**src/hdl/primitive_to_triangle_expander_unit_macros.svh**
```systemverilog
// Assertion macros for the primitive to triangle expander.
// Used by modules that hold concurrent checks; expects i_clk and i_rst_n in scope.
`ifndef PRIMITIVE_TO_TRIANGLE_EXPANDER_UNIT_MACROS_SVH
`define PRIMITIVE_TO_TRIANGLE_EXPANDER_UNIT_MACROS_SVH

// Same-cycle implication, disabled during reset.
`define PTX_ASSERT_IMP(lbl, ante, cons) \
    lbl: assert property (@(posedge i_clk) disable iff (!i_rst_n) (ante) |-> (cons)) \
        else $error("ptx assertion failed");

// Next-cycle implication, disabled during reset.
`define PTX_ASSERT_NXT(lbl, ante, cons) \
    lbl: assert property (@(posedge i_clk) disable iff (!i_rst_n) (ante) |=> (cons)) \
        else $error("ptx assertion failed");

`endif

```
**src/hdl/ptx_pkg.sv**
```systemverilog
// Package for the primitive to triangle expander: types, constants and helpers.
// No dependencies; imported by every module of the block.
`default_nettype none
package ptx_pkg;
    localparam int CoordW      = 24;
    localparam int ColorW      = 32;
    localparam int AngleW      = 16;
    localparam int ThickW      = 23;
    localparam int QueueDepth  = 2;
    localparam int CordicSteps = 16;
    localparam int SqrtSteps   = 30;
    localparam int DivSteps    = 53;
    localparam int MulSteps    = 4;

    localparam logic signed [33:0] CordicGain  = 34'sd652032874;
    localparam logic signed [24:0] QuarterTurn = 25'sd4194304;
    localparam logic signed [24:0] HalfTurn    = 25'sd8388608;

    typedef logic signed [CoordW-1:0] t_coord;
    typedef logic [ColorW-1:0]        t_color;

    typedef enum logic [1:0] {
        CMD_QUAD = 2'd0,
        CMD_ROTQ = 2'd1,
        CMD_TRI  = 2'd2,
        CMD_LINE = 2'd3
    } t_cmd;

    typedef enum logic [3:0] {
        FS_IDLE, FS_SIMPLE, FS_CORDIC, FS_MUL, FS_RCORN,
        FS_SQRT, FS_DIV, FS_LCORN, FS_PUSH
    } t_fstate;

    typedef struct packed {
        logic           is_tri;
        t_coord [3:0]   px;
        t_coord [3:0]   py;
        t_color         color;
    } t_prim;

    typedef struct packed {
        logic full;
        logic nempty;
    } t_qstat;

    function automatic t_coord sat_coord(input logic signed [63:0] v);
        if (v > 64'sd8388607) begin
            return 24'sh7FFFFF;
        end else if (v < -64'sd8388608) begin
            return 24'sh800000;
        end
        return v[23:0];
    endfunction

    function automatic logic [24:0] cordic_atan(input logic [3:0] i);
        unique case (i)
            4'd0:  return 25'd2097152;
            4'd1:  return 25'd1238021;
            4'd2:  return 25'd654136;
            4'd3:  return 25'd332050;
            4'd4:  return 25'd166669;
            4'd5:  return 25'd83416;
            4'd6:  return 25'd41718;
            4'd7:  return 25'd20860;
            4'd8:  return 25'd10430;
            4'd9:  return 25'd5215;
            4'd10: return 25'd2608;
            4'd11: return 25'd1304;
            4'd12: return 25'd652;
            4'd13: return 25'd326;
            4'd14: return 25'd163;
            4'd15: return 25'd81;
            default: return 25'd0;
        endcase
    endfunction

    // Corner order of two triangles: p1,p2,p3,p1,p3,p4.
    function automatic logic [1:0] quad_corner(input logic [2:0] k);
        unique case (k)
            3'd0: return 2'd0;
            3'd1: return 2'd1;
            3'd2: return 2'd2;
            3'd3: return 2'd0;
            3'd4: return 2'd2;
            3'd5: return 2'd3;
            default: return 2'd0;
        endcase
    endfunction
endpackage
`default_nettype wire

```
**src/hdl/ptx_queue.sv**
```systemverilog
// Short queue of expanded primitives between the front and back ends.
// Depends on ptx_pkg for the entry and status types.
`default_nettype none
module ptx_queue
    import ptx_pkg::*;
#(
    parameter int QDepth = QueueDepth
) (
    input  wire logic  i_clk,
    input  wire logic  i_rst_n,
    input  wire logic  i_push,
    input  wire t_prim i_data,
    input  wire logic  i_pop,
    output t_prim      o_data,
    output t_qstat     o_stat
);
    localparam int PtrW = $clog2(QDepth);
    localparam int CntW = $clog2(QDepth + 1);

    t_prim             r_mem [QDepth];
    logic [PtrW-1:0]   r_wp, r_rp;
    logic [CntW-1:0]   r_cnt;

    always_ff @(posedge i_clk) begin
        if (!i_rst_n) begin
            r_wp  <= '0;
            r_rp  <= '0;
            r_cnt <= '0;
        end else begin
            if (i_push) begin
                r_wp <= (r_wp == PtrW'(QDepth - 1)) ? '0 : r_wp + 1'b1;
            end
            if (i_pop) begin
                r_rp <= (r_rp == PtrW'(QDepth - 1)) ? '0 : r_rp + 1'b1;
            end
            if (i_push && !i_pop) begin
                r_cnt <= r_cnt + 1'b1;
            end else if (i_pop && !i_push) begin
                r_cnt <= r_cnt - 1'b1;
            end
        end
    end

    always_ff @(posedge i_clk) begin
        if (i_push) begin
            r_mem[r_wp] <= i_data;
        end
    end

    assign o_data        = r_mem[r_rp];
    assign o_stat.full   = (r_cnt == CntW'(QDepth));
    assign o_stat.nempty = (r_cnt != '0);
endmodule
`default_nettype wire

```
**config.mk**
```make
export PLATFORM = sky130hd
export DESIGN_NAME = ptx_queue
export DESIGN_NICKNAME = d
export VERILOG_FILES = /design/src/hdl/primitive_to_triangle_expander_unit_macros.svh /design/src/hdl/ptx_pkg.sv /design/src/hdl/ptx_queue.sv
export SDC_FILE = /design/constraint.sdc
export NUM_CORES = 1
export LEC_CHECK = 0
export BUFFER_PORTS_ARGS = -buffer_cell sky130_fd_sc_hd__buf_2
export CORE_MARGIN = 2
export CORE_UTILIZATION = 50
export DETAILED_ROUTE_END_ITERATION = 10
export PLACE_DENSITY = 0.87
export SLEW_MARGIN = 20
export SYNTH_ARGS = -nofsm -noshare
export SYNTH_HDL_FRONTEND = slang
export SYNTH_SLANG_ARGS = --single-unit
```
**constraint.sdc**
```tcl
create_clock -name i_clk -period 15.8 [get_ports i_clk]
set_input_delay 0 -clock i_clk [delete_from_list [all_inputs] [get_ports i_clk]]
set_output_delay 0 -clock i_clk [all_outputs]
set_load 0.02 [all_outputs]
```
# Yosys cells after proc, flatten, opt, wreduce, memory -nomap -nowiden
# Memories as Yosys holds them, arrays and structs flattened. A register that Yosys moved wholly into a read port is not among the register bits.
# Cells that the tools add are included.
# W data, S select, Z words.
# word_totals
register_bits	4
mem_bits_rw	450
inputBits	229
out_inout_bits	227
elab_cells	23
memories	1
# mem_list
name	words	word_bits	read_ports	rd_clocked_by_memory_dff	write_ports	line	text
r_mem	2	225	1	1	1	ptx_queue.sv:20	t_prim r_mem [QDepth];
# op_classes
addsub	4
eq_ne	1
n_mux	8
n_reduce_logical	6
# op_table
op	n
$mux W1	6
$mux W2	2
$reduce_bool A2 Y1	2
$add A1 B1 Y1 const B	2
$add A2 B1 Y2 const B	1
$eq A2 B2 Y1 const B	1
$logic_and A1 B1 Y1	2
$logic_not A1 Y1	2
$sub A2 B1 Y2 const B	1

# Logic depth before layout (Yosys ltp)
# logic_depth
word_depth	4
ltp_mapped	5
ltp_nobuf	5

# Worst setup path before layout
# OpenSTA, ideal clock, no wires.
# synth_timing
path_type	flip-flop to flip-flop
start	reg r_wp
end	reg r_wp
setup_ps	104
arrival_ps	10966
required_time_ps	15696
slack_ps	4730
path_stages_with_launch	3
n_path_buf	0
synth_period_minus_slack_ps	11070
path_cell_list	dfxtp_1 nor2b_1 o21a_1
# synth_between
elab_chain_len	2
# synth_rtl
item	line	text
start, declared	ptx_queue.sv:21	logic [PtrW-1:0] r_wp, r_rp;
start signal, assigned	ptx_queue.sv:31	r_wp <= (r_wp == PtrW'(QDepth - 1)) ? '0 : r_wp + 1'b1;
$add A1 B1 Y1	ptx_queue.sv:31	
$mux W1 (*)	ptx_queue.sv:31	
# Mark *: on every way between the ends. The rest lies on a longest branch, timed or not.
# A chain may end at the register's enable or synchronous reset.

==> out/metrics.yaml <==
status: "finished, final reports clean"
routabilityCongestion: 0.945
via_count: 9634
grt_max_degree: 142
vdd_ir_drop_max_mv: 0.0982
first_pass_iters: 5
ys_warn_count: 0
synth_area_leader_cell: "edfxtp_1"
grt_pass1_wl_mm: 60.3
first_iter_violations: 549
grt_overflow: 0
syn_inst: 722
cts_root_buf: "clkbuf_16"
routed_wl_mm: 41.7
layout_setup_ws_ns: 11.97
io_buffers: 455
finalCriticalPeriod_ns: 3.83
antenna_found_initial: 1
endpoint_kind: "output pin"
clock_sink_count: 455
detail_route.wl_per_cell_um: 21.7
cts_tree: "yes"
hold_viol: 0
worstSetupPathType: "flop to output pin"
die_w_um: 189
numCtsBuffers: 46
clock_path_buffers: 3
cp.required_ns: 15.80
start_util_pct: 50.9
clkTransAtPathRegs_ns: 0.06
synthTopCellsByArea: "edfxtp_1 (79%), mux2_4 (13%), mux2_2 (4.9%)"
placementRows: 67
synth.yosys.seq_area_share_pct: 79.8
fin_setup_tns_ns: 0
drcViolationCount: 0
synth.cell_area_um2: 17100
grt_use_total_pct: 22.4
critPathLaunchType: "flop"
cts_resized: 0
grt_setup_unrepaired: "false"
ys_ff_latch: 455
dpl_worst_slack_ns: 12.51
post-dp-hpwl_mm: 24.0
maxCapViolCount: 0
ios: 456
worst_pin_slew_ns: 1.13
htree_num_levels: 2
avgSynthCellArea_um2: 23.6
grt_pass1_vias: 10500
fin_skew_ns: 0.0110
netlist.area_leader.share_pct: 79.2
syn2layout_area_growth_pct: 38.2
routed_via_density: 5.02
hp-class: "input port to flop"
p_per_area_nw_per_um2: 124
clk_latency_ns: 0.55
finalPower_mw: 2.92
antenna_left: 0
max_freq_ghz: 0.261
post_cts_buffers: 0
die_h_um: 189
final_util_pct: 70.3
drive_gt1_share_pct: 51.4
leakagePower_nw: 9.28
slew_violations: 0
core_area_um2: 33500
slew_headroom_pct: 24.7
final_cell_mix: "buf_2 (455), edfxtp_1 (450), dlygate4sd3_1 (229)"
final_common_cell: "buf_2"
syn-num-nets: 952
n_antenna_cell: 0
crit_fanout: 63
dieArea_um2: 35600
nets: 1667
cp.arrival_ns: 3.83
finalCritPeriodShare_pct: 24.2
setup_viol_count_final: 0
synth.distinct_cells: 17
## report_power, final
group / switching (mW) / internal (mW)
logic: 0.209 / 0.187
clock network: 0.437 / 0.660
registers: 0.0256 / 1.40
total: 0.672 / 2.24
## cell usage after synthesis
cell / count
a21boi_0: 1
and2_1: 4
buf_2: 7
buf_6: 18
dfxtp_1: 5
edfxtp_1: 450
ha_1: 1
inv_1: 1
mux2_2: 75
mux2_4: 150
nor2b_1: 3
o21a_1: 1
o21ai_0: 1
or2_2: 1
or3_1: 1
xnor2_1: 1
xor2_1: 2
## cell type report
class	instances	area (um^2)
sequential	455	13600
tap	448	561
clock buffer	54	1240
multi-input combinational	241	3220
inverter	1	3.75
clock inverter	29	297
timing repair buffer	692	4640
fill	1975	9950
## repair_timing
action                                 4_1_cts  5_1_grt
setup endpoints to repair                    0        0
hold buffers                               229        0
endpoints found under the hold margin      472        0
## worst paths after layout
kind,cells past startpoint,slack (ns),endpoint,from
setup reg to reg,3,12.91,r_mem[0][177],r_wp
hold / removal,2,0.17,r_mem[1][95],i_data[95]
hold reg to reg,2,0.57,r_cnt[1],r_cnt[1]
setup / recovery,4,11.97,o_data[122],flop
## worst max-delay path, cell delays in order (launching register included)
cell     delay [ns]
dfxtp_4        0.80
buf_4          0.89
buf_4          0.93
mux2_4         0.36
buf_2          0.16
## state kept, by name, indices dropped and copies added, names as in the netlist, named ones only
signal  count
r_cnt       2
r_mem     450
r_rp        1
r_wp        1
## metrics by stage
stage | hold WS (ns) | cells | instance area (um^2)
detailed placement | 0.192 | 1608 | 19800
CTS | 0.152 | 1920 | 23600
global placement | 0.187 | 1608 | 19800
floorplan | 0.0989 | 722 | 17100
global route | 0.159 | 1920 | 23600
finish | 0.174 | 1920 | 23600
## kinds of logic after synthesis
kind of cell             Yosys count  synth area share [%]
flip-flops                       455                  79.8
multiplexers                     225                  18.1
AND/OR/NAND/NOR                    9                 0.330
AO/OA/AOI/OAI                      3                 0.117
buffers and inverters             26                  1.41
XOR/XNOR                           3                 0.154
adder cells (fa/ha/maj)            1                0.0733
## metal layers
layer,global-route usage [%],vias to the layer above,routed length (um),share of wire (%)
met5,0,-,0,0
met2,42.8,480,22900,55
met3,4.54,77,2560,6.1
li1,-,4303,-,-
met1,24.6,4774,15100,36
met4,7.87,0,1170,2.8
No activity file was read; power rests on OpenSTA's default activity.
