--- src/hdl/primitive_to_triangle_expander_unit_macros.svh ---
// Assertion macros for the primitive to triangle expander.
// Used by modules that hold concurrent checks; expects i_clk and i_rst_n in scope.
`ifndef PRIMITIVE_TO_TRIANGLE_EXPANDER_UNIT_MACROS_SVH
`define PRIMITIVE_TO_TRIANGLE_EXPANDER_UNIT_MACROS_SVH

// Same-cycle implication, disabled during reset.
`define PTX_ASSERT_IMP(lbl, ante, cons) \
    lbl: assert property (@(posedge i_clk) disable iff (!i_rst_n) (ante) |-> (cons)) \
        else $error("ptx assertion failed");

// Next-cycle implication, disabled during reset.
`define PTX_ASSERT_NXT(lbl, ante, cons) \
    lbl: assert property (@(posedge i_clk) disable iff (!i_rst_n) (ante) |=> (cons)) \
        else $error("ptx assertion failed");

`endif

--- src/hdl/ptx_pkg.sv ---
// Package for the primitive to triangle expander: types, constants and helpers.
// No dependencies; imported by every module of the block.
`default_nettype none
package ptx_pkg;
    localparam int CoordW      = 24;
    localparam int ColorW      = 32;
    localparam int AngleW      = 16;
    localparam int ThickW      = 23;
    localparam int QueueDepth  = 2;
    localparam int CordicSteps = 16;
    localparam int SqrtSteps   = 30;
    localparam int DivSteps    = 53;
    localparam int MulSteps    = 4;

    localparam logic signed [33:0] CordicGain  = 34'sd652032874;
    localparam logic signed [24:0] QuarterTurn = 25'sd4194304;
    localparam logic signed [24:0] HalfTurn    = 25'sd8388608;

    typedef logic signed [CoordW-1:0] t_coord;
    typedef logic [ColorW-1:0]        t_color;

    typedef enum logic [1:0] {
        CMD_QUAD = 2'd0,
        CMD_ROTQ = 2'd1,
        CMD_TRI  = 2'd2,
        CMD_LINE = 2'd3
    } t_cmd;

    typedef enum logic [3:0] {
        FS_IDLE, FS_SIMPLE, FS_CORDIC, FS_MUL, FS_RCORN,
        FS_SQRT, FS_DIV, FS_LCORN, FS_PUSH
    } t_fstate;

    typedef struct packed {
        logic           is_tri;
        t_coord [3:0]   px;
        t_coord [3:0]   py;
        t_color         color;
    } t_prim;

    typedef struct packed {
        logic full;
        logic nempty;
    } t_qstat;

    function automatic t_coord sat_coord(input logic signed [63:0] v);
        if (v > 64'sd8388607) begin
            return 24'sh7FFFFF;
        end else if (v < -64'sd8388608) begin
            return 24'sh800000;
        end
        return v[23:0];
    endfunction

    function automatic logic [24:0] cordic_atan(input logic [3:0] i);
        unique case (i)
            4'd0:  return 25'd2097152;
            4'd1:  return 25'd1238021;
            4'd2:  return 25'd654136;
            4'd3:  return 25'd332050;
            4'd4:  return 25'd166669;
            4'd5:  return 25'd83416;
            4'd6:  return 25'd41718;
            4'd7:  return 25'd20860;
            4'd8:  return 25'd10430;
            4'd9:  return 25'd5215;
            4'd10: return 25'd2608;
            4'd11: return 25'd1304;
            4'd12: return 25'd652;
            4'd13: return 25'd326;
            4'd14: return 25'd163;
            4'd15: return 25'd81;
            default: return 25'd0;
        endcase
    endfunction

    // Corner order of two triangles: p1,p2,p3,p1,p3,p4.
    function automatic logic [1:0] quad_corner(input logic [2:0] k);
        unique case (k)
            3'd0: return 2'd0;
            3'd1: return 2'd1;
            3'd2: return 2'd2;
            3'd3: return 2'd0;
            3'd4: return 2'd2;
            3'd5: return 2'd3;
            default: return 2'd0;
        endcase
    endfunction
endpackage
`default_nettype wire

--- src/hdl/ptx_back.sv ---
// Back end: walks the corners of one queued primitive and sends its vertices.
// Depends on ptx_pkg; pops the next primitive on the last vertex of the current one.
`default_nettype none
module ptx_back
    import ptx_pkg::*;
(
    input  wire logic  i_clk,
    input  wire logic  i_rst_n,
    input  wire t_prim i_data,
    input  wire t_qstat i_qstat,
    output logic       o_pop,
    output logic       o_strobe,
    output t_coord     o_vx,
    output t_coord     o_vy,
    output t_color     o_vcolor,
    output logic       o_last
);
    logic       r_act;
    t_prim      r_ent;
    logic [2:0] r_k;
    logic       last_now;
    logic [1:0] idx;

    assign last_now = r_act && (r_k == (r_ent.is_tri ? 3'd2 : 3'd5));
    assign o_pop    = i_qstat.nempty && (!r_act || last_now);
    assign idx      = r_ent.is_tri ? r_k[1:0] : quad_corner(r_k);

    always_ff @(posedge i_clk) begin
        if (!i_rst_n) begin
            r_act    <= 1'b0;
            o_strobe <= 1'b0;
            o_last   <= 1'b0;
        end else begin
            o_strobe <= r_act;
            o_last   <= last_now;
            if (o_pop) begin
                r_act <= 1'b1;
                r_k   <= 3'd0;
                r_ent <= i_data;
            end else if (last_now) begin
                r_act <= 1'b0;
            end else if (r_act) begin
                r_k <= r_k + 3'd1;
            end
        end
    end

    always_ff @(posedge i_clk) begin
        o_vx     <= r_ent.px[idx];
        o_vy     <= r_ent.py[idx];
        o_vcolor <= r_ent.color;
    end
endmodule
`default_nettype wire

--- config.mk ---
export PLATFORM = sky130hd
export DESIGN_NAME = ptx_back
export DESIGN_NICKNAME = d
export VERILOG_FILES = /design/src/hdl/primitive_to_triangle_expander_unit_macros.svh /design/src/hdl/ptx_pkg.sv /design/src/hdl/ptx_back.sv
export SDC_FILE = /design/constraint.sdc
export NUM_CORES = 1
export LEC_CHECK = 0
export ABC_AREA = 0
export BUFFER_PORTS_ARGS = -buffer_cell sky130_fd_sc_hd__buf_2
export CORE_ASPECT_RATIO = 0.9
export CORE_MARGIN = 8
export CORE_UTILIZATION = 45
export CTS_CLUSTER_SIZE = 28
export DETAILED_ROUTE_END_ITERATION = 7
export HOLD_SLACK_MARGIN = 0.12
export PLACE_DENSITY_LB_ADDON = 0.05
export SYNTH_ARGS = -nofsm -noshare
export SYNTH_HDL_FRONTEND = slang
export SYNTH_SLANG_ARGS = --single-unit
--- constraint.sdc ---
create_clock -name i_clk -period 9.3 [get_ports i_clk]
set_input_delay 1.86 -clock i_clk [delete_from_list [all_inputs] [get_ports i_clk]]
set_output_delay 1.86 -clock i_clk [all_outputs]
set_load 0.02 [all_outputs]
# ---- After elaboration in Yosys (flattened, before gate mapping)
# Cells that the tools add are included.
dict set report totals {
  wordCells 45
  regBits 311
  in_bits 229
  output_inout_bits 83
}
dict set report op_classes {
  eq_ne 6
  addsub 1
  muxes 11
  reduce_logical 9
  n_lt_le_gt_ge 1
}
# cell n
set op_table {}
lappend op_table {{binary-select mux 24 bit (select 2 bit)} 2}
lappend op_table {{2-to-1 mux 24 bit} 2}
lappend op_table {{2-to-1 mux 3 bit} 3}
lappend op_table {{== test 3 bit (second input constant)} 2}
lappend op_table {{one-hot mux 2 bit (3 select lines)} 1}
lappend op_table {{nonzero test 2 bit} 2}
lappend op_table {{adder 3 x 1 -> 3 bit (second input constant)} 1}
lappend op_table {{== test 3 x 1 -> 1 bit (second input constant)} 1}
lappend op_table {{== test 3 x 2 -> 1 bit (second input constant)} 1}
lappend op_table {{== test 3 bit} 1}
lappend op_table {{less-than comparator 2 x 3 -> 1 bit (second input constant)} 1}
lappend op_table {{AND reduction 3 bit} 1}
lappend op_table {{logical AND 1 bit} 2}
lappend op_table {{2-to-1 mux 1 bit} 2}
lappend op_table {{2-to-1 mux 2 bit} 1}
lappend op_table {{inequality test 2 bit (second input constant)} 1}
lappend op_table {{AND reduction 2 bit} 1}
lappend op_table {{OR reduction 2 bit} 1}
lappend op_table {{zero test 1 bit} 1}
lappend op_table {{logical OR 1 bit} 1}

# ---- Logic depth before layout (Yosys ltp)
# Gate-level depths: netlist of the first run.
dict set report logic_depth {
  ltp_word 7
  depth_mapped 7
}

# ---- Worst setup path after synthesis of the first run
# Ideal clock, no wire load.
dict set report synth_path {
  path_kind {in2reg}
  start {input i_qstat[0] in the netlist's numbering}
  end {register r_ent[0] in the netlist's numbering (enable)}
  required_ns 8.688
  slack_ns 1.341
  stages 2
  t_arrival_ns 7.346
  path_buffers 0
  path_cell_list {o31a_1 -> and2_1}
}
dict set report synth_between {
  elab_chain_cells 2
}
# element line_no
set synth_rtl {}
lappend synth_rtl {{start: declaration} ptx_back.sv:10} ;# input wire t_qstat i_qstat,
lappend synth_rtl {{logical AND 1 bit} ptx_back.sv:25} ;# assign o_pop = i_qstat.nempty && (!r_act || last_now);
lappend synth_rtl {{AND reduction 2 bit (no source line)} --}
lappend synth_rtl {{end signal: assignment} ptx_back.sv:39} ;# r_ent <= i_data;
lappend synth_rtl {{end: declaration} ptx_back.sv:19} ;# t_prim r_ent;
# No other way between the ends.
# A chain may end at the register's enable or synchronous reset.

# ---- Worst setup path after layout of the first run
dict set report layout_path {
  start {input i_qstat[0] in the netlist's numbering}
  end {output o_pop}
}
dict set report layout_between {
  elab_chain_cells 1
}
# element line_no
set layout_rtl {}
lappend layout_rtl {{logical AND 1 bit} ptx_back.sv:25}
lappend layout_rtl {{end: declaration} ptx_back.sv:11} ;# output logic o_pop,
# No other way between the ends.

==> results of run 1 <==
[layout make-up]
type	count	share of cell area, %
timing repair buffer	315	12.4
multi-input combinational	70	9.99
clock buffer	45	7.15
sequential	311	66.2
clock inverter	12	1.32
antenna	3	0.0584
inverter	3	0.0876
tap	291	2.83
[worst min path at each step]
stage | startpoint | to | cells after the start
final | r_ent[13] | o_vcolor[13] | 0
after global routing | r_ent[11] | o_vcolor[11] | 0
after CTS | r_ent[5] | o_vcolor[5] | 0
after detailed placement | r_ent[6] | o_vcolor[6] | 0
after global placement | r_ent[4] | o_vcolor[4] | 0
after floorplan | r_ent[0] | o_vcolor[0] | 0
[critical path, cell delays in order]
cell,delay [ns]
buf_2,0.10
o31a_1,0.22
buf_2,0.21
[power groups by stage]
stage / sequential, W / clock [W] / combinational (W)
detailed placement: 0.00162 / 0 / 0.000240
global placement: 0.00162 / 0 / 0.000235
global route: 0.00160 / 0.00138 / 0.000254
CTS: 0.00160 / 0.00133 / 0.000241
floorplan: 0.00168 / 0 / 0.0000876
finish: 0.00159 / 0.00129 / 0.000235
[routing by layer]
layer	GRT usage (%)	up-vias	wire length [um]
met5	0	-	60
met3	5.99	53	2140
met4	4.80	10	540
li1	-	2271	-
met2	25.7	200	10500
met1	17.8	2458	7920
[per-stage QoR]
| stage | setup slack [ns] | hold WS [ns] | power (W) |
|---|---|---|---|
| 2_1_floorplan | 1.34 | 0.323 | 0.00176 |
| 3_5_place_dp | 4.97 | 0.327 | 0.00186 |
| 4_1_cts | 5.05 | 0.342 | 0.00316 |
| 6_report | 5.05 | 0.340 | 0.00312 |
| 5_1_grt | 4.98 | 0.342 | 0.00323 |
| 3_3_place_gp | 5.06 | 0.323 | 0.00186 |
[Yosys cell counts, drive strengths merged]
master / number
inv: 3
nor2: 3
dfxtp: 83
ha: 4
edfxtp: 228
nor4bb: 2
o31a: 1
o31ai: 1
mux2i: 1
nor3b: 1
o21a: 3
mux4: 48
xnor2: 1
nor3: 1
nand2: 1
and2: 2
nor2b: 1
buf: 10
[flip-flops by register name, summed over array words and instances, names as in the netlist]
name	cells
o_last	1
o_strobe	1
o_vcolor	32
o_vx	24
o_vy	24
r_act	1
r_ent	225
r_k	3
[cells by family after synthesis]
family,after synthesis
AOI/OAI and AO/OA,5
xor gates and xnor gates,1
adders and majority gates,4
buffers and inverters,13
DFF,311
muxes,49
and+or+nand+nor,11
==> flow_summary.json, run 1 <==
{
  "netlist_top_cells_area": "edfxtp_1 (69%), dfxtp_1 (17%), mux4_2 (11%)",
  "nets": 965,
  "synthXorXnorAreaFrac_pct": 0.0889,
  "regArea_um2": 8510,
  "dr.pass1.iters": 4,
  "crit_fanout": 5,
  "wl_per_cell_um": 20.1,
  "synth-seq-cells": 311,
  "ys.warnings.count": 0,
  "max_slew_margin_pct": 19.3,
  "power.share.switching_pct": 20.7,
  "p_clk_share_pct": 41.4,
  "synth.distinct_cells": 20,
  "synth.avg_cell_area_um2": 25.0,
  "hold_buffers": 0,
  "routabilityCongestion": 0.757,
  "fin_area_um2": 12900,
  "vdd_drop_max_mv": 0.130,
  "row_count": 51,
  "synthesis.nets": 627,
  "fin_crit_sh_pct": 45.7,
  "grtUsageTotal_pct": 15.3,
  "tritoncts": "yes",
  "fin_util_pct": 59.6,
  "h-tree-depth": 1,
  "vias": 4992,
  "drive_gt1_share_pct": 54.9,
  "final_common_cell": "buf_2",
  "r2r_start": "r_ent[224]",
  "finalSetupViolCount": 0,
  "synthesis.area_um2": 9860,
  "worstMarginPinSlew_ns": 1.21,
  "cts_buffers": 31,
  "p_seq_share_pct": 51.1,
  "start_util_pct": 45.7,
  "hpwlAfterDp_mm": 14.7,
  "numClockSinks": 311,
  "grt_pass1_vias": 5526,
  "drc_errors": 0,
  "cp-endpoint": "o_pop",
  "stdcell_count": 1050,
  "synthMuxAreaShare_pct": 11.1,
  "antenna_found_initial": 8,
  "syn_inst": 394,
  "power.density_nw_per_um2": 243,
  "dp_cells": 990,
  "multi_input_area_um2": 1280,
  "r2r_cells": 4,
  "clkTransAtPathRegs_ns": 0.06,
  "maxCapViolCount": 0,
  "worstSetupPathType": "input port to primary output",
  "min_path_type": "flop to flop",
  "cts_resized": 0,
  "overflow": 0,
  "ys_seq_area_share_pct": 86.3,
  "synth_top_area_share_pct": 69.5,
  "cellLeakagePower_nw": 5.00,
  "tns_ns": 0,
  "switchingPower_w": 0.000646,
  "start_kind": "input port",
  "io_pins": 312,
  "synth_simple_gate_area_share_pct": 0.673,
  "required_ns": 7.44,
  "post_cts_buffers": 0,
  "dieArea_um2": 26900,
  "power_frac_comb_pct": 7.5,
  "clk_latency_ns": 0.55,
  "via_per_inst": 4.75,
  "finalHoldViolCount": 0,
  "placed_area_um2": 11800,
  "synth_top_family_by_area": "multiplexers",
  "core_um2": 21600,
  "drt-total-wl_mm": 21.1,
  "grt_pass1_wl_mm": 31.1,
  "layout_common_cells": "buf_2 (310), edfxtp_1 (228), dfxtp_1 (83), mux4_2 (48), clkbuf_16 (32)",
  "status": "finished clean",
  "fillCellCount": 1673,
  "r2r_end": "r_ent[65]",
  "grt_max_degree": 96,
  "synth_compound_area_share_pct": 0.444,
  "startpoint": "i_qstat[0]",
  "die_w_um": 172,
  "dr.first_iter.drc_count": 254,
  "rsz0062_at_grt": "false",
  "port_buffers": 310,
  "yosys.area.top_type": "edfxtp_1",
  "power.internal_w": 0.00248,
  "worst_clock_skew_ns": 0.0221,
  "ant_nets": 0,
  "cts-root-buf": "clkbuf_16",
  "crit_arrival_ns": 2.39,
  "fin_crit_ns": 4.25,
  "fmax_mhz": 235,
  "die_h_um": 156,
  "r2r_slack_ns": 5.75,
  "cts_buffer_depth": 3,
  "slew_violations": 0,
  "end_kind": "primary output",
  "syn_to_final_growth_pct": 30.4,
  "synthAdderAreaFrac_pct": 0.508
}
Note: power is estimated with default switching activity, not from simulation.
==> run 2, diff against run 1 <==
==> constraint.sdc (replaced) <==
create_clock -name i_clk -period 4.15 [get_ports i_clk]
set_input_delay 0.83 -clock i_clk [delete_from_list [all_inputs] [get_ports i_clk]]
set_output_delay 0.83 -clock i_clk [all_outputs]
set_load 0.02 [all_outputs]
==> run 2 against run 1 <==
  * Combinational power increased by 130%
  * Via count is 1.0% lower
  * Register-to-register slack lost 4.2 ns
  * Highest routed layer unchanged
  * Count of clock-buffer cells in the layout fell by 1
  * Power increased by 120%
  * Sequential power is 120% higher
  * Clock power rose by 100%
  * Core utilization fell by 0.34 points
  * Cell count rose by 0.29%
  * First-iteration DRC count is 24% higher
  * Final area shrank 0.56%
  * Sequential share of layout area is 0.38 points higher
==> flow_summary.json, run 2 (synthesized netlist as in run 1, its figures left out) <==
{
  "r2r_cells": 4,
  "dr.first_iter.drc_count": 315,
  "vdd_drop_max_mv": 0.312,
  "power.density_nw_per_um2": 525,
  "numClockSinks": 311,
  "h-tree-depth": 1,
  "fillCellCount": 1665,
  "start_kind": "flop",
  "final_common_cell": "buf_2",
  "status": "finished clean",
  "power.internal_w": 0.00530,
  "maxCapViolCount": 0,
  "core_um2": 21600,
  "start_util_pct": 45.7,
  "top_register": "r_ent",
  "layout_common_cells": "buf_2 (310), edfxtp_1 (228), dfxtp_1 (83), mux4_2 (48), clkbuf_16 (31)",
  "drt-total-wl_mm": 20.7,
  "post_cts_buffers": 0,
  "power.share.switching_pct": 21.1,
  "placed_area_um2": 11800,
  "hold_depth": 0,
  "hpwlAfterDp_mm": 14.9,
  "worstSetupPathType": "flop to primary output",
  "tritoncts": "yes",
  "dieArea_um2": 26900,
  "ant_nets": 0,
  "worstMarginPinSlew_ns": 0.592,
  "cts-root-buf": "clkbuf_16",
  "rsz0062_at_grt": "false",
  "finalSetupViolCount": 0,
  "end_kind": "primary output",
  "r2r_end": "r_ent[122]",
  "cp_slowest_stage_delay_ns": 0.53,
  "largest_reg_flops": 225,
  "fin_crit_ns": 2.91,
  "syn_to_final_growth_pct": 29.7,
  "crit_fanout": 5,
  "die_w_um": 172,
  "wl_per_cell_um": 19.6,
  "port_buffers": 310,
  "p_clk_share_pct": 38.8,
  "row_count": 51,
  "fin_area_um2": 12800,
  "slew_violations": 0,
  "max_slew_margin_pct": 60.6,
  "cts_buffer_depth": 3,
  "hp-start": "r_ent[31]",
  "holdPathEnd": "o_vcolor[31]",
  "grt_pass1_wl_mm": 30.8,
  "r2r_slack_ns": 1.53,
  "antenna_found_initial": 4,
  "crit_arrival_ns": 2.08,
  "p_seq_share_pct": 53.2,
  "worstPathCellList": "nor4bb_1 -> o31a_1 -> buf_2",
  "grtUsageTotal_pct": 15.1,
  "clkTransAtPathRegs_ns": 0.06,
  "overflow": 0,
  "r2r_start": "r_ent[224]",
  "via_per_inst": 4.69,
  "cts_buffers": 31,
  "cts_resized": 0,
  "dr.pass1.iters": 4,
  "top_regs": "r_ent (225), o_vcolor (32)",
  "clk_latency_ns": 0.54,
  "io_pins": 312,
  "fmax_mhz": 343,
  "die_h_um": 156,
  "power_frac_comb_pct": 8.0,
  "grt_pass1_vias": 5532,
  "switchingPower_w": 0.00141,
  "grt_max_degree": 79,
  "fin_crit_sh_pct": 70.2,
  "hold_buffers": 0,
  "drc_errors": 0,
  "vias": 4941,
  "cellLeakagePower_nw": 4.96,
  "drive_gt1_share_pct": 54.2,
  "tns_ns": 0,
  "required_ns": 3.32,
  "crit_path_top_delay_cell": "edfxtp_1",
  "worst_clock_skew_ns": 0.0113,
  "finalHoldViolCount": 0,
  "nets": 968,
  "routabilityCongestion": 0.761,
  "hold_ws_ns": 0.340,
  "min_path_type": "flop to flop"
}
[run 2: worst max-delay path by stage]
stage	startpoint	end	slack [ns]	cells after the start
after global routing	r_k[0]	o_pop	1.10	3
final	r_ent[224]	o_pop	1.24	3
after global placement	r_ent[224]	r_ent[77]	1.62	4
after detailed placement	r_ent[224]	r_ent[120]	1.53	4
after CTS	r_ent[224]	o_pop	1.20	3
after floorplan	r_k[1]	r_ent[0]	0.84	3
[run 2: power groups by stage]
stage | Sequential [W] | Combinational (W) | Clock [W]
finish | 0.00357 | 0.000534 | 0.00261
floorplan | 0.00374 | 0.000197 | 0
CTS | 0.00358 | 0.000547 | 0.00268
global placement | 0.00363 | 0.000533 | 0
global route | 0.00359 | 0.000575 | 0.00281
detailed placement | 0.00364 | 0.000546 | 0
[run 2: final cells by class]
cell class	count	area (um^2)	area share [%]
Multi-Input combinational cell	70	1280	10.0
Tap cell	291	364	2.85
Clock buffer	44	885	6.92
Antenna cell	4	10.0	0.0783
Sequential cell	311	8510	66.6
Clock inverter	12	82.6	0.646
Timing Repair Buffer	318	1640	12.8
Inverter	3	11.3	0.0881
[run 2: worst max-delay path: cells and delay by family, from the launching register on]
| family | cells | cell delay, ns |
|---|---|---|
| compound gates | 1 | 0.28 |
| flops | 1 | 0.53 |
| simple gates | 1 | 0.52 |
| buf+inv | 1 | 0.22 |
[run 2: per-layer routing]
layer / GRT usage, % / part of all wire, %
met5: 0 / 0.13
met4: 4.10 / 2.2
met3: 5.54 / 10
met2: 25.8 / 51
met1: 17.6 / 36
[run 2: per-stage QoR]
step / util, % / cells / worst slack, ns / total power (W)
global placement: 54.7 / 993 / 1.62 / 0.00417
global route: 59.2 / 1051 / 1.10 / 0.00697
floorplan: - / 394 / 0.836 / 0.00393
CTS: 59.2 / 1049 / 1.20 / 0.00681
finish: 59.3 / 1053 / 1.24 / 0.00671
detailed placement: 54.7 / 993 / 1.53 / 0.00419
==> run 3, diff against run 2 <==
==> constraint.sdc (replaced) <==
create_clock -name i_clk -period 2.8 [get_ports i_clk]
set_input_delay 0.56 -clock i_clk [delete_from_list [all_inputs] [get_ports i_clk]]
set_output_delay 0.56 -clock i_clk [all_outputs]
set_load 0.02 [all_outputs]
==> run 3 against run 2 <==
  * Sequential power is 48% higher
  * Sequential share of layout area fell by 0.12 points
  * Setup slack lost 1.0 ns
  * Cell count about the same
  * Clock power rose by 43%
  * Die area unchanged
  * Register-to-register slack worse by 1.1 ns
  * Clock skew up 0.0031 ns
  * Combinational power up 51%
  * Power increased by 46%
==> flow_summary.json, run 3 (synthesized netlist as in run 1, its figures left out) <==
{
  "grt_max_degree": 66,
  "routabilityCongestion": 0.806,
  "wl_per_cell_um": 19.8,
  "power.share.switching_pct": 21.2,
  "maxCapViolCount": 0,
  "start_kind": "flop",
  "largest_reg_flops": 225,
  "vias": 4957,
  "cts-root-buf": "clkbuf_16",
  "tritoncts": "yes",
  "worstSetupPathType": "flop to primary output",
  "tns_ns": 0,
  "core_um2": 21600,
  "fmax_mhz": 389,
  "dr.first_iter.drc_count": 292,
  "drive_gt1_share_pct": 54.7,
  "max_slew_margin_pct": 70.1,
  "start_util_pct": 45.7,
  "layout_common_cells": "buf_2 (310), edfxtp_1 (228), dfxtp_1 (83), mux4_2 (48), clkbuf_16 (32)",
  "power_w": 0.00982,
  "die_h_um": 156,
  "power.internal_w": 0.00774,
  "fin_crit_sh_pct": 91.9,
  "finalHoldViolCount": 0,
  "grtUsageTotal_pct": 15.3,
  "ant_nets": 0,
  "vdd_drop_max_mv": 0.429,
  "final_common_cell": "buf_2",
  "hold_ws_ns": 0.191,
  "io_pins": 312,
  "drt-total-wl_mm": 20.9,
  "top_regs": "r_ent (225), o_vcolor (32)",
  "setup_ws_ns": 0.227,
  "min_path_type": "input port to flop",
  "power.density_nw_per_um2": 767,
  "dieArea_um2": 26900,
  "required_ns": 2.24,
  "clkTransAtPathRegs_ns": 0.06,
  "antenna_found_initial": 3,
  "power_frac_comb_pct": 8.2,
  "die_w_um": 172,
  "end_kind": "primary output",
  "worst_clock_skew_ns": 0.0144,
  "rsz0062_at_grt": "false",
  "fin_area_um2": 12800,
  "grt_pass1_vias": 5450,
  "crit_fanout": 5,
  "port_buffers": 310,
  "slew_violations": 0,
  "worstMarginPinSlew_ns": 0.448,
  "cellLeakagePower_nw": 4.97,
  "grt_pass1_wl_mm": 31.0,
  "p_seq_share_pct": 53.9,
  "cts_buffers": 30,
  "dr.pass1.iters": 4,
  "h-tree-depth": 1,
  "finalSetupViolCount": 0,
  "switchingPower_w": 0.00208,
  "drc_errors": 0,
  "top_register": "r_ent",
  "numClockSinks": 311,
  "overflow": 0,
  "cts_buffer_depth": 3,
  "hold_buffers": 0,
  "row_count": 51,
  "cts_resized": 0,
  "pre_cts_ws_ns": 0.449,
  "p_clk_share_pct": 37.9,
  "via_per_inst": 4.70,
  "crit_arrival_ns": 2.01,
  "syn_to_final_growth_pct": 29.9,
  "post_cts_buffers": 0,
  "clk_latency_ns": 0.54,
  "placed_area_um2": 11900,
  "status": "finished clean",
  "hpwlAfterDp_mm": 15.3,
  "fin_crit_ns": 2.57,
  "nets": 969
}
## run 3: cell count changes in the layout (fill, tap and decap cells not counted), sizes merged
cell / previous run / this run
buf: 318 / 320
clkinv: 10 / 11
bufinv: 1 / 0
diode: 4 / 3
## run 3: final cells by class
class | count | area, um^2
inverter | 3 | 11.3
timing repair buffer | 320 | 1690
clock inverter | 12 | 62.6
fill | 1675 | 8760
tap | 291 | 364
clock buffer | 44 | 866
antenna | 3 | 7.51
sequential | 311 | 8510
multi-input combinational | 70 | 1300
## run 3: final timing paths
path / startpoint / endpoint / slack (ns) / cells after the start
hold / removal: i_data[222] / r_ent[222] / 0.19 / 1
setup / recovery: r_ent[224] / o_pop / 0.23 / 3
setup reg to reg: r_ent[224] / r_ent[120] / 0.45 / 4
hold reg to reg: r_ent[9] / o_vcolor[9] / 0.34 / 0
## run 3: routing by layer
layer | track usage, % | vias up | share of wire, %
met4 | 3.81 | 2 | 1.9
met1 | 18.0 | 2437 | 38
met3 | 5.06 | 35 | 9.3
met5 | 0 | - | 0.057
met2 | 26.5 | 199 | 51
li1 | - | 2284 | -
## run 3: worst max-delay path, cell delays in order, from the launching register on
cell and delay, ns:
edfxtp_1 0.53, nor4bb_2 0.46, o31a_1 0.27, buf_2 0.22
## run 3: per-stage QoR
stage               std cells  util, %
finish                   1054     59.4
global route             1053     59.4
CTS                      1051     59.3
detailed placement        995     55.0
global placement          995     55.0
floorplan                 394        -
## run 3: power groups by stage
stage	Combinational, W	Clock (W)	Sequential (W)
2_1_floorplan	0.000293	0	0.00554
3_3_place_gp	0.000807	0	0.00538
3_5_place_dp	0.000825	0	0.00540
4_1_cts	0.000827	0.00384	0.00530
5_1_grt	0.000867	0.00404	0.00532
6_report	0.000806	0.00372	0.00530
